==> config.mk <==
export PLATFORM = sky130hd
export DESIGN_NAME = touch_to_key_event_generator
export DESIGN_NICKNAME = d
export VERILOG_FILES = /design/src/tkeg_pkg.sv /design/src/touch_to_key_event_generator.sv
export SDC_FILE = /design/constraint.sdc
export NUM_CORES = 1
export LEC_CHECK = 0
export BUFFER_PORTS_ARGS = -buffer_cell sky130_fd_sc_hd__buf_2
export CORE_MARGIN = 2
export CORE_UTILIZATION = 48
export DETAILED_ROUTE_END_ITERATION = 8
export PLACE_DENSITY = 0.7
export SLEW_MARGIN = 20
export SYNTH_ARGS = -nofsm -noshare
export SYNTH_HDL_FRONTEND = slang
export SYNTH_SLANG_ARGS = --single-unit
export TNS_END_PERCENT = 1
==> constraint.sdc <==
create_clock -name i_clk -period 6.45 [get_ports i_clk]
set_input_delay 1.29 -clock i_clk [delete_from_list [all_inputs] [get_ports i_clk]]
set_output_delay 1.29 -clock i_clk [all_outputs]
set_load 0.005 [all_outputs]
==> src/tkeg_pkg.sv <==
`timescale 1ns / 1ps
`default_nettype none
// ---------------------------------------------------------------------------
// tkeg_pkg
// Types and constants shared by the touch-to-key event generator.
// ---------------------------------------------------------------------------
package tkeg_pkg;

    // Coordinate and key matrix geometry
    localparam int XW         = 10;          // touch coordinate width
    localparam int RW         = 2;           // key_row width
    localparam int CW         = 4;           // key_col width
    localparam int ROWS       = 4;
    localparam int COLS       = 14;
    localparam int KEY_HEIGHT = 22;
    localparam int RULE_ROWS  = 2;

    // Modifier cells
    localparam logic [RW-1:0] FN_ROW    = RW'(2);
    localparam logic [CW-1:0] FN_COL    = CW'(0);
    localparam logic [RW-1:0] SHIFT_ROW = RW'(2);
    localparam logic [CW-1:0] SHIFT_COL = CW'(1);

    // Configuration register indexes (word address)
    localparam int AW = 4;
    localparam logic [1:0] REG_ENABLED     = 2'd0;
    localparam logic [1:0] REG_PANEL_WIDTH = 2'd1;
    localparam logic [1:0] REG_BAND_Y      = 2'd2;

    typedef struct packed {
        logic          touch_active;
        logic [XW-1:0] touch_x;
        logic [XW-1:0] touch_y;
    } t_touch;

    typedef struct packed {
        logic          is_press;
        logic [RW-1:0] key_row;
        logic [CW-1:0] key_col;
        logic          last;
    } t_key_event;

endpackage

`default_nettype wire

==> src/touch_to_key_event_generator.sv <==
`timescale 1ns / 1ps
`default_nettype none
// ---------------------------------------------------------------------------
// touch_to_key_event_generator
// Turns polled touch samples into key press/release beats for a key matrix,
// using one shared compare-subtract divider for the row and column mapping.
// ---------------------------------------------------------------------------
// A press is accepted in S_IDLE, then runs two row steps in S_ROW and four column steps in S_COL
//   on the shared restoring divider (one quotient bit per cycle).
// A release of a key other than fn or shift emits 2 or 4 output beats, one per cycle while unstalled.
// A sample that changes nothing is consumed in S_IDLE; one sample is in work at a time.
// Reset (i_rst_n low, synchronous): enabled=1, panel_width=320, band row=150,
//   no cell held, latches clear, output empty.
module touch_to_key_event_generator
    import tkeg_pkg::*;
(
    input  wire             i_clk,
    input  wire             i_rst_n,
    // sample channel
    input  wire             i_in_valid,
    output logic            o_in_stall,
    input  wire t_touch     i_in_data,
    // key event channel
    output logic            o_out_valid,
    input  wire             i_out_stall,
    output t_key_event      o_out_data,
    // configuration port
    input  wire             psel,
    input  wire             penable,
    input  wire             pwrite,
    input  wire  [AW-1:0]   paddr,
    input  wire  [31:0]     pwdata,
    output logic [31:0]     prdata,
    output logic            pready
);

    localparam int DW   = XW + CW;                    // divider datapath width
    localparam int CNTW = (CW > 1) ? $clog2(CW) : 1;
    localparam logic [DW-1:0] ROW_LIMIT = DW'(KEY_HEIGHT * ROWS);
    localparam logic [DW-1:0] ROW_DVS   = DW'(KEY_HEIGHT << (RW - 1));

    // event slot codes within a run
    localparam logic [1:0] EV_MOD_DN = 2'd0;
    localparam logic [1:0] EV_KEY_DN = 2'd1;
    localparam logic [1:0] EV_KEY_UP = 2'd2;
    localparam logic [1:0] EV_MOD_UP = 2'd3;

    typedef enum logic [3:0] {
        S_IDLE = 4'b0001,
        S_ROW  = 4'b0010,
        S_COL  = 4'b0100,
        S_EMIT = 4'b1000
    } t_state;

    t_state          r_state;
    logic            r_enabled;
    logic [XW-1:0]   r_panel_width;
    logic [XW-1:0]   r_band_y;
    logic            r_was_touching;
    logic            r_held_valid;
    logic [RW-1:0]   r_held_row;
    logic [CW-1:0]   r_held_col;
    logic            r_fn_latched;
    logic            r_shift_latched;
    logic            r_mod;
    logic [CW-1:0]   r_mod_col;
    logic [1:0]      r_ev;
    logic [XW-1:0]   r_x;
    logic [DW-1:0]   r_rem;
    logic [DW-1:0]   r_dvs;
    logic [CW-1:0]   r_q;
    logic [CNTW-1:0] r_cnt;
    logic            r_out_valid;
    t_key_event      r_out_data;

    // ---------------- configuration ----------------
    logic       cfg_wr;
    logic [1:0] cfg_idx;

    assign pready  = 1'b1;
    assign cfg_idx = paddr[3:2];
    assign cfg_wr  = psel && penable && pwrite && pready;

    always_comb begin
        unique case (cfg_idx)
            REG_ENABLED:     prdata = {31'd0, r_enabled};
            REG_PANEL_WIDTH: prdata = {{(32-XW){1'b0}}, r_panel_width};
            REG_BAND_Y:      prdata = {{(32-XW){1'b0}}, r_band_y};
            default:         prdata = 32'd0;
        endcase
    end

    always_ff @(posedge i_clk) begin
        if (!i_rst_n) begin
            r_enabled     <= 1'b1;
            r_panel_width <= XW'(320);
            r_band_y      <= XW'(150);
        end else if (cfg_wr) begin
            unique case (cfg_idx)
                REG_ENABLED:     r_enabled     <= pwdata[0];
                REG_PANEL_WIDTH: r_panel_width <= pwdata[XW-1:0];
                REG_BAND_Y:      r_band_y      <= pwdata[XW-1:0];
                default:         ;
            endcase
        end
    end

    // ---------------- sample decode ----------------
    logic          in_acc;
    logic          in_edge;
    logic [XW-1:0] dy;
    logic [XW-1:0] dr;
    logic          press_ok;
    logic          rel_fn;
    logic          rel_shift;

    assign o_in_stall = (r_state != S_IDLE);
    assign in_acc     = i_in_valid && !o_in_stall;
    assign in_edge    = r_enabled && (i_in_data.touch_active != r_was_touching);

    assign dy = i_in_data.touch_y - r_band_y;
    // the two-pixel rule at the top of the band truncates to row 0
    assign dr = (dy < XW'(RULE_ROWS)) ? '0 : dy - XW'(RULE_ROWS);
    // x < panel_width keeps the column below COLS and excludes a zero width
    assign press_ok = (i_in_data.touch_y >= r_band_y)
                   && (DW'(dr) < ROW_LIMIT)
                   && (i_in_data.touch_x < r_panel_width);

    assign rel_fn    = (r_held_row == FN_ROW) && (r_held_col == FN_COL);
    assign rel_shift = (r_held_row == SHIFT_ROW) && (r_held_col == SHIFT_COL);

    // ---------------- shared divider step ----------------
    logic          div_ge;
    logic [DW-1:0] n_rem;
    logic [CW-1:0] n_q;

    assign div_ge = (r_rem >= r_dvs);
    assign n_rem  = div_ge ? (r_rem - r_dvs) : r_rem;
    assign n_q    = {r_q[CW-2:0], div_ge};

    // ---------------- event run ----------------
    logic       out_free;
    logic [1:0] ev_slot;
    t_key_event ev;

    assign out_free = !r_out_valid || !i_out_stall;
    // without a latched modifier the run starts at the key press slot
    assign ev_slot  = r_mod ? r_ev : (r_ev + 2'd1);

    always_comb begin
        ev.key_row = r_held_row;
        ev.key_col = r_held_col;
        ev.last    = (ev_slot == EV_MOD_UP) || (!r_mod && (ev_slot == EV_KEY_UP));
        case (ev_slot)
            EV_MOD_DN: begin
                ev.is_press = 1'b1;
                ev.key_row  = FN_ROW;
                ev.key_col  = r_mod_col;
            end
            EV_KEY_DN: ev.is_press = 1'b1;
            EV_KEY_UP: ev.is_press = 1'b0;
            default: begin
                ev.is_press = 1'b0;
                ev.key_row  = FN_ROW;
                ev.key_col  = r_mod_col;
            end
        endcase
    end

    // ---------------- sequencer ----------------
    always_ff @(posedge i_clk) begin
        if (!i_rst_n) begin
            r_state         <= S_IDLE;
            r_was_touching  <= 1'b0;
            r_held_valid    <= 1'b0;
            r_held_row      <= '0;
            r_held_col      <= '0;
            r_fn_latched    <= 1'b0;
            r_shift_latched <= 1'b0;
            r_mod           <= 1'b0;
            r_ev            <= '0;
            r_cnt           <= '0;
            r_out_valid     <= 1'b0;
        end else begin
            if (out_free) begin
                r_out_valid <= (r_state == S_EMIT);
            end
            unique case (r_state)
                S_IDLE: begin
                    if (in_acc && in_edge) begin
                        r_was_touching <= i_in_data.touch_active;
                        if (i_in_data.touch_active) begin
                            if (press_ok) begin
                                r_x     <= i_in_data.touch_x;
                                r_rem   <= DW'(dr);
                                r_dvs   <= ROW_DVS;
                                r_q     <= '0;
                                r_cnt   <= CNTW'(RW - 1);
                                r_state <= S_ROW;
                            end
                        end else if (r_held_valid) begin
                            r_held_valid <= 1'b0;
                            if (rel_fn) begin
                                r_fn_latched    <= !r_fn_latched;
                                r_shift_latched <= 1'b0;
                            end else if (rel_shift) begin
                                r_shift_latched <= !r_shift_latched;
                                r_fn_latched    <= 1'b0;
                            end else begin
                                r_mod           <= r_fn_latched || r_shift_latched;
                                r_mod_col       <= r_fn_latched ? FN_COL : SHIFT_COL;
                                r_fn_latched    <= 1'b0;
                                r_shift_latched <= 1'b0;
                                r_ev            <= '0;
                                r_state         <= S_EMIT;
                            end
                        end
                    end
                end
                S_ROW: begin
                    if (r_cnt == '0) begin
                        r_held_row <= n_q[RW-1:0];
                        r_rem      <= DW'(r_x) * DW'(COLS);
                        r_dvs      <= DW'(r_panel_width) << (CW - 1);
                        r_q        <= '0;
                        r_cnt      <= CNTW'(CW - 1);
                        r_state    <= S_COL;
                    end else begin
                        r_rem <= n_rem;
                        r_dvs <= r_dvs >> 1;
                        r_q   <= n_q;
                        r_cnt <= r_cnt - CNTW'(1);
                    end
                end
                S_COL: begin
                    if (r_cnt == '0) begin
                        r_held_col   <= n_q;
                        r_held_valid <= 1'b1;
                        r_state      <= S_IDLE;
                    end else begin
                        r_rem <= n_rem;
                        r_dvs <= r_dvs >> 1;
                        r_q   <= n_q;
                        r_cnt <= r_cnt - CNTW'(1);
                    end
                end
                S_EMIT: begin
                    if (out_free) begin
                        r_out_data <= ev;
                        r_ev       <= r_ev + 2'd1;
                        if (ev.last) begin
                            r_state <= S_IDLE;
                        end
                    end
                end
                default: r_state <= S_IDLE;
            endcase
        end
    end

    assign o_out_valid = r_out_valid;
    assign o_out_data  = r_out_data;

    // ---------------- assertions ----------------
    a_latch_excl: assert property (@(posedge i_clk) disable iff (!i_rst_n)
        !(r_fn_latched && r_shift_latched))
        else $error("fn and shift latched together");

    a_no_hold_in_run: assert property (@(posedge i_clk) disable iff (!i_rst_n)
        (r_state == S_EMIT) |-> !r_held_valid)
        else $error("cell still held during event run");

    a_col_done: assert property (@(posedge i_clk) disable iff (!i_rst_n)
        (r_state == S_COL && r_cnt == '0) |=> (r_held_valid && r_held_col < CW'(COLS)))
        else $error("column divide ended without a valid held cell");

    a_out_col: assert property (@(posedge i_clk) disable iff (!i_rst_n)
        o_out_valid |-> (o_out_data.key_col < CW'(COLS) && o_out_data.key_row < RW'(ROWS - 1)
                         || o_out_valid && o_out_data.key_row == RW'(ROWS - 1)
                            && o_out_data.key_col < CW'(COLS)))
        else $error("event outside key matrix");

    a_run_hold: assert property (@(posedge i_clk) disable iff (!i_rst_n)
        (r_out_valid && i_out_stall) |=> $stable(r_out_data))
        else $error("stalled event beat changed");

endmodule

`default_nettype wire
==> metrics.cfg, run 1 <==
[sta]
slew_headroom_pct=42.6
max_freq_ghz=0.212
drv_slew=0
tightest_slew_ns=0.860
min_period_ns=4.72
rsz0062_at_grt=no
worst_slack_ns=1.73
fin_tns_setup_ns=0
fin_crit_sh_pct=73.2
hold_viol_final=0
skew_ns=0.00689
setup_viol=0

[logic_synthesis]
synth_edf_count=49
syn_area_mm2=0.00640
netlist_instances=702
syn_area_per_cell_um2=9.12
seq_area_frac_synth_pct=35.8
yosys_warnings=0
yosysTopAreaCell=edfxtp_1
async_flop_share_pct=0
synthFlopType=edfxtp_1
synth_area_leaders=edfxtp_1, dfxtp_1, ha_1, nand2_1, a21oi_1
synth_cell_types=77
ys_seq_elements=90
netlist.area_leader.share_pct=23.0

[routing]
antenna_left=0
drc_errors=0
drt_iter0_drc=341
vias_per_cell=5.51
wire_per_inst_um=15.8
routed-via-count=5172
dr.pass1.iters=5
wl_um=14800

[worst_setup_path]
cp_max_fo=30
path_cells=buf_2 > inv_1 > ha_1 > fa_1 > nand2b_1 > a21o_4 > a311oi_1 > o21ai_2 > nor2_1 > o22ai_1 > o2111ai_4 > o21ai_0 > and2_1 > buf_4
cp.required_ns=6.50
cp.arrival_ns=4.78
endpoint_kind=flop
crit_slowest_cell=a311oi_1
max_stage_delay_ns=0.53
crit_type=in -> reg
cp-start-kind=primary input

[die]
chipWidth_um=119
die_area_mm2=0.0143
row_count=42
core-area_mm2=0.0131
io-pin-count=107
die_h_um=119
initial_core_util_pct=48.7

[clock_tree]
clock-sinks=90
clockBufferDepth=2
cts_resized=0
clock_latency_ns=0.34
numCtsBuffers=9
cts_tree=yes
cts_setup_buffers=0
hold_buffers=0
htreeDepth=3
clkTransAtPathRegs_ns=0.07
cts_root_buf=clkbuf_16

[place]
place_congestion=0.892
dp_hpwl_um=11700
portBuffers=59
post-place-ws_ns=1.35

[layout]
utilization_pct=53.7
areaGrowthSynthToFinish_pct=10.2
fin_nets=883
insertedDiodeCount=0
layout-drive-gt1-share_pct=13.4

[global_route]
grt_pass1_wl_um=24400
grtUsageTotal_pct=21.3
antenna_found_initial=0
grt_max_degree=34
overflow=0
grt_pass1_vias=5046

[run_status]
status=finished clean

[worst_hold_path]
hold_path_class=reg -> reg

[pwr]
leakage_nw=2.85
power.density_mw_per_mm2=178
vdd_drop_max_mv=0.155

[job]
maxCapViolCount=0

[synthesized netlist by cell type (4+ instances only)]
library cell  number
nand2b_1           9
buf_4             24
nor2b_1            9
nand3_1            6
a31oi_1            4
nor2_1            53
a21oi_1           50
mux2i_1           18
or2_2              5
dfxtp_1           41
o21ai_0           36
nand4_1            8
a22o_1             9
nor4_1             5
nor3_1            12
xnor2_1           15
fa_1              12
and2_1             6
nand2_1           90
xor2_1            13
a21o_1             8
a211oi_1           7
o221ai_1           8
o22ai_1            5
o211ai_1           9
ha_1              50
o21a_1             4
clkbuf_1          14
edfxtp_1          49
and3_1             5
inv_1             55
[power breakdown]
group	switching, mW	internal, mW
sequential	0.00285	0.605
combinational	0.0903	0.0624
clock	0.231	0.267
[per-layer routing]
layer / GRT usage (%) / vias up / routed length [um]
met2: 35.5 / 159 / 6980
met1: 28.2 / 2422 / 6630
met4: 8.16 / 0 / 429
met5: 0 / - / 0
li1: - / 2567 / -
met3: 2.90 / 24 / 741
[final timing paths]
check	startpoint	to	slack, ns	cells after the start
setup / recovery	i_in_data[0]	r_dvs[0]$_DFFE_PP_	1.73	14
hold reg to reg	r_held_col[1]$_SDFFE_PN0P_	r_held_col[1]$_SDFFE_PN0P_	0.47	2
setup reg to reg	r_band_y[0]$_SDFFE_PN0P_	r_dvs[0]$_DFFE_PP_	2.38	12
hold / removal	r_held_col[1]$_SDFFE_PN0P_	r_held_col[1]$_SDFFE_PN0P_	0.47	2
[state kept, by name, indices dropped and copies added, names as in the netlist, 2 cells and up]
| name | flops |
|---|---|
| r_rem | 14 |
| r_dvs | 13 |
| r_band_y | 10 |
| r_panel_width | 10 |
| r_x | 10 |
| o_out_data | 8 |
| r_held_col | 4 |
| r_state | 4 |
| r_q | 3 |
| r_cnt | 2 |
| r_ev | 2 |
| r_held_row | 2 |
[per-stage QoR]
step	std cells	power, mW	hold WS [ns]	cell area [um^2]
finish	938	1.26	0.469	7060
global route	938	1.30	0.487	7060
CTS	938	1.26	0.469	7060
detailed placement	922	0.772	0.460	6780
global placement	922	0.766	0.456	6780
floorplan	723	0.736	0.440	6480
[cell type report]
type	instances	area (um^2)
fillers	1232	6080
flip-flops and latches	90	2290
repair buffers	64	333
inverters	56	210
multi-input cells	536	3720
well taps	176	220
clock inverters	6	48.8
clock buffers	10	229
[cell families after synthesis]
family	Yosys count	synth area share, %
flip-flops	90	35.8
AND/OR/NAND/NOR	227	17.1
multiplexers	21	3.40
adder cells (fa/ha/maj)	62	13.5
other	2	0.117
XOR/XNOR	29	4.26
AO/OA/AOI/OAI	174	18.5
buffers and inverters	97	7.25
[worst max-delay path: cells and delay by family]
kind	cells	cell delay (ns)
buffers and inverters	3	0.36
adders and majority gates	2	0.66
and+or+nand+nor	3	0.68
AOI/OAI and AO/OA	6	1.78
[placed cells by master (no fill, tap or decap), drive strengths merged, types with 4 or more instances in the layout]
cell and instances:
a211oi 7, a21o 10, a21oi 51, a22o 9
a31oi 4, and2 7, and3 5, buf 64
clkbuf 10, conb 23, dfxtp 41, edfxtp 49
fa 12, ha 50, inv 59, mux2i 18
nand2 90, nand2b 9, nand3 6, nand4 8
nor2 53, nor2b 9, nor3 12, nor4 6
o2111ai 4, o211ai 9, o21a 4, o21ai 38
o221ai 8, o22ai 5, or2 5, xnor2 16
xor2 13
Power figures use the tool's default switching activity.
==> run 2, diff against run 1 <==
--- a/config.mk
+++ b/config.mk
@@ -5,6 +5,7 @@
 export SDC_FILE = /design/constraint.sdc
 export NUM_CORES = 1
 export LEC_CHECK = 0
+export ABC_AREA = 1
 export BUFFER_PORTS_ARGS = -buffer_cell sky130_fd_sc_hd__buf_2
 export CORE_MARGIN = 2
 export CORE_UTILIZATION = 48
==> constraint.sdc (replaced) <==
create_clock -name i_clk -period 4.6 [get_ports i_clk]
set_input_delay 0.92 -clock i_clk [delete_from_list [all_inputs] [get_ports i_clk]]
set_output_delay 0.92 -clock i_clk [all_outputs]
set_load 0.005 [all_outputs]
==> run 2 against run 1 <==
Net effect:
- combinational power is 75% higher
- setup slack worse by 0.78 ns
- design area increased by 2.8%
- die area increased by 2.6%
- sequential power grew 42%
- synthesized cell count up 22%
- power is 52% higher
- highest routed layer unchanged
==> metrics.cfg, run 2 <==
[run_status]
status=finished clean  ; unchanged

[layout]
top_register=r_rem  ; unchanged
utilization_pct=54.6  ; was 53.7%
insertedDiodeCount=0  ; unchanged
areaGrowthSynthToFinish_pct=10.4  ; was 10.2%
layout-drive-gt1-share_pct=13.0  ; was 13.4%
design_area_mm2=0.00725  ; was 0.00706 mm^2
final_cells=1091  ; was 938
top_regs=r_rem: 14 flops, r_dvs: 13 flops  ; unchanged
fill_cells=1243  ; was 1232
fin_nets=1036  ; was 883
layout_commonest_cell=nand2_1  ; unchanged
final_cell_mix=nand2_1, inv_1, nor2_1, a21oi_1, buf_2  ; was nand2_1, buf_2, inv_1, nor2_1
largest_reg_flops=14  ; unchanged

[clock_tree]
cts_setup_buffers=0  ; unchanged
cts_root_buf=clkbuf_16  ; unchanged
clock_latency_ns=0.35  ; was 0.34 ns
hold_buffers=0  ; unchanged
clkTransAtPathRegs_ns=0.07  ; about the same
cts_resized=0  ; unchanged
cts_tree=yes  ; unchanged
clockBufferDepth=2  ; unchanged
numCtsBuffers=9  ; unchanged
htreeDepth=3  ; unchanged
clock-sinks=90  ; unchanged

[die]
row_count=42  ; unchanged
chipWidth_um=121  ; was 119 um
die_h_um=121  ; was 119 um
die_area_mm2=0.0146  ; was 0.0143 mm^2
initial_core_util_pct=49.4  ; was 48.7%
io-pin-count=107  ; unchanged
core-area_mm2=0.0133  ; was 0.0131 mm^2

[routing]
drc_errors=0  ; unchanged
routed-via-count=5638  ; was 5172
antenna_left=0  ; unchanged
dr.pass1.iters=5  ; unchanged
wire_per_inst_um=14.1  ; was 15.8 um
drt_iter0_drc=285  ; was 341
vias_per_cell=5.17  ; was 5.51
wl_um=15400  ; was 14800 um

[logic_synthesis]
synth_cell_types=49  ; was 77
yosys_warnings=0  ; unchanged
synth_most_common_cell=nand2_1  ; unchanged
synth-simple-area-share_pct=22.0  ; was 17.1%
synthXorXnorAreaFrac_pct=1.73  ; was 4.26%
netlist_instances=855  ; was 702
synth_edf_count=49  ; unchanged
synth_area_leaders=edfxtp_1, dfxtp_1, ha_1, nand2_1, inv_1  ; was edfxtp_1, dfxtp_1, ha_1, nand2_1, a21oi_1
syn_area_per_cell_um2=7.69  ; was 9.12 um^2
yosysTopAreaCell=edfxtp_1  ; unchanged
netlist.area_leader.share_pct=22.4  ; was 23.0%
ys_top_cells_by_count=nand2_1, inv_1, nor2_1, a21oi_1, o21ai_0  ; was nand2_1, inv_1, nor2_1, a21oi_1, ha_1
synth-adder-area-share_pct=13.2  ; was 13.5%
ys_seq_elements=90  ; unchanged
synth_mux_area_share_pct=0  ; was 3.40%
async_flop_share_pct=0  ; unchanged
synth-compound-area-share_pct=16.6  ; was 18.5%
seq_area_frac_synth_pct=34.9  ; was 35.8%
syn_area_mm2=0.00657  ; was 0.00640 mm^2
synth_top_family_by_area=simple AND/OR/NAND/NOR gates  ; was compound AO/OA/AOI/OAI gates
synthFlopType=edfxtp_1  ; unchanged

[sta]
skew_ns=0.0124  ; was 0.00689 ns
drv_slew=0  ; unchanged
slew_headroom_pct=29.0  ; was 42.6%
fin_crit_sh_pct=79.4
hold_viol_final=0  ; unchanged
tightest_slew_ns=1.06  ; was 0.860 ns
rsz0062_at_grt=no  ; unchanged
setup_viol=0  ; unchanged
min_period_ns=3.65
max_freq_ghz=0.274
fin_tns_setup_ns=0  ; unchanged

[global_route]
grt_pass1_wl_um=24900  ; was 24400 um
overflow=0  ; unchanged
grt_max_degree=33  ; was 34
grtUsageTotal_pct=21.7  ; was 21.3%
grt_pass1_vias=5194  ; was 5046
antenna_found_initial=0  ; unchanged

[pwr]
power.density_mw_per_mm2=264  ; was 178 mW/mm^2
total_power_mw=1.91  ; was 1.26 mW
leakage_nw=3.33  ; was 2.85 nW
vdd_drop_max_mv=0.222  ; was 0.155 mV

[place]
placed_cell_area_mm2=0.00694  ; was 0.00678 mm^2
place_congestion=0.909  ; was 0.892
portBuffers=59  ; unchanged
dp_hpwl_um=12300  ; was 11700 um
dp_cells=1075  ; was 922

[worst_setup_path]
r2r-end=r_rem[11]$_DFFE_PP_  ; was r_dvs[0]$_DFFE_PP_
r2r_start=r_band_y[0]$_SDFFE_PN0P_  ; unchanged
cp_max_fo=30  ; unchanged
cp.required_ns=4.60  ; was 6.50 ns
reg2reg_slack_ns=1.27  ; was 2.38 ns
cp.arrival_ns=3.65  ; was 4.78 ns
cp-start-kind=primary input  ; unchanged
endpoint_kind=flop  ; unchanged
r2r_cells=15  ; was 12
crit_type=in -> reg  ; unchanged
crit_start=i_in_data[0]  ; unchanged
cp-endpoint=r_rem[11]$_DFFE_PP_  ; was r_dvs[0]$_DFFE_PP_

[job]
maxCapViolCount=0  ; unchanged

[worst_hold_path]
hold_path_class=reg -> reg  ; unchanged

-- run 2: cell types whose count changed after synthesis, moves of 13 or more --
cell	before	now
inv_1	55	128
nand2_1	90	149
nand3_1	6	40
nor2_1	53	77
a21oi_1	50	68
mux2i_1	18	0
o21ai_0	36	54
nand2_2	0	17
o22ai_1	5	18
-- run 2: how the worst min path moves through the flow --
stage / start / end / slack, ns / cells past startpoint
after floorplan: r_held_valid$_SDFFE_PN0P_ / r_held_valid$_SDFFE_PN0P_ / 0.44 / 2
after global placement: r_held_valid$_SDFFE_PN0P_ / r_held_valid$_SDFFE_PN0P_ / 0.46 / 2
after detailed placement: r_held_valid$_SDFFE_PN0P_ / r_held_valid$_SDFFE_PN0P_ / 0.47 / 2
after CTS: r_held_valid$_SDFFE_PN0P_ / r_held_valid$_SDFFE_PN0P_ / 0.48 / 2
after global routing: r_held_valid$_SDFFE_PN0P_ / r_held_valid$_SDFFE_PN0P_ / 0.50 / 2
final: r_held_valid$_SDFFE_PN0P_ / r_held_valid$_SDFFE_PN0P_ / 0.49 / 2
-- run 2: kinds of logic (layout without fill, tap and decap cells) --
| family | Yosys count | in the layout |
|---|---|---|
| xor+xnor | 13 | 13 |
| compound gates | 188 | 188 |
| flops | 90 | 90 |
| simple gates | 328 | 328 |
| other cells | 2 | 23 |
| buf+inv | 172 | 211 |
| fa+ha+maj | 62 | 62 |
-- run 2: worst max-delay path, stage by stage --
cell and delay, ns:
buf_2 0.08, inv_1 0.03, ha_1 0.23, fa_1 0.41, nand2_1 0.07, nand2_1 0.08
inv_1 0.06, ha_1 0.17, nand3_1 0.11, nor2_1 0.19, nand3_1 0.15, o211ai_1 0.33
nand3_2 0.18, nand2_2 0.12, nand2_2 0.07, nor2_2 0.08, buf_4 0.36
-- run 2: where the power goes --
part           internal (mW)  leakage, nW  switching [mW]
sequential             0.856        0.777         0.00490
combinational         0.0936         2.39           0.173
clock                  0.462        0.158           0.324
-- run 2: layout make-up --
type                    count  area, um^2  share of cell area, %
clock buffers              11         254                   3.50
multi-input cells         614        3600                   49.7
clock inverters             5        65.1                  0.897
inverters                 132         495                   6.83
well taps                 176         220                   3.04
repair buffers             63         325                   4.48
flip-flops and latches     90        2290                   31.6
-- run 2: stage by stage --
step,hold WS (ns),setup slack (ns)
6_report,0.490,0.946
5_1_grt,0.502,0.726
4_1_cts,0.485,0.962
3_5_place_dp,0.469,0.607
3_3_place_gp,0.459,0.636
2_1_floorplan,0.444,0.142
-- run 2: routing by layer --
metal  vias up  share of wire [%]  global-route usage [%]
met3        30                4.3                    4.09
met4         0                4.0                    9.52
met5         -                  0                       0
met1      2539                 47                    28.7
met2       134                 45                    34.5
li1       2935                  -                       -
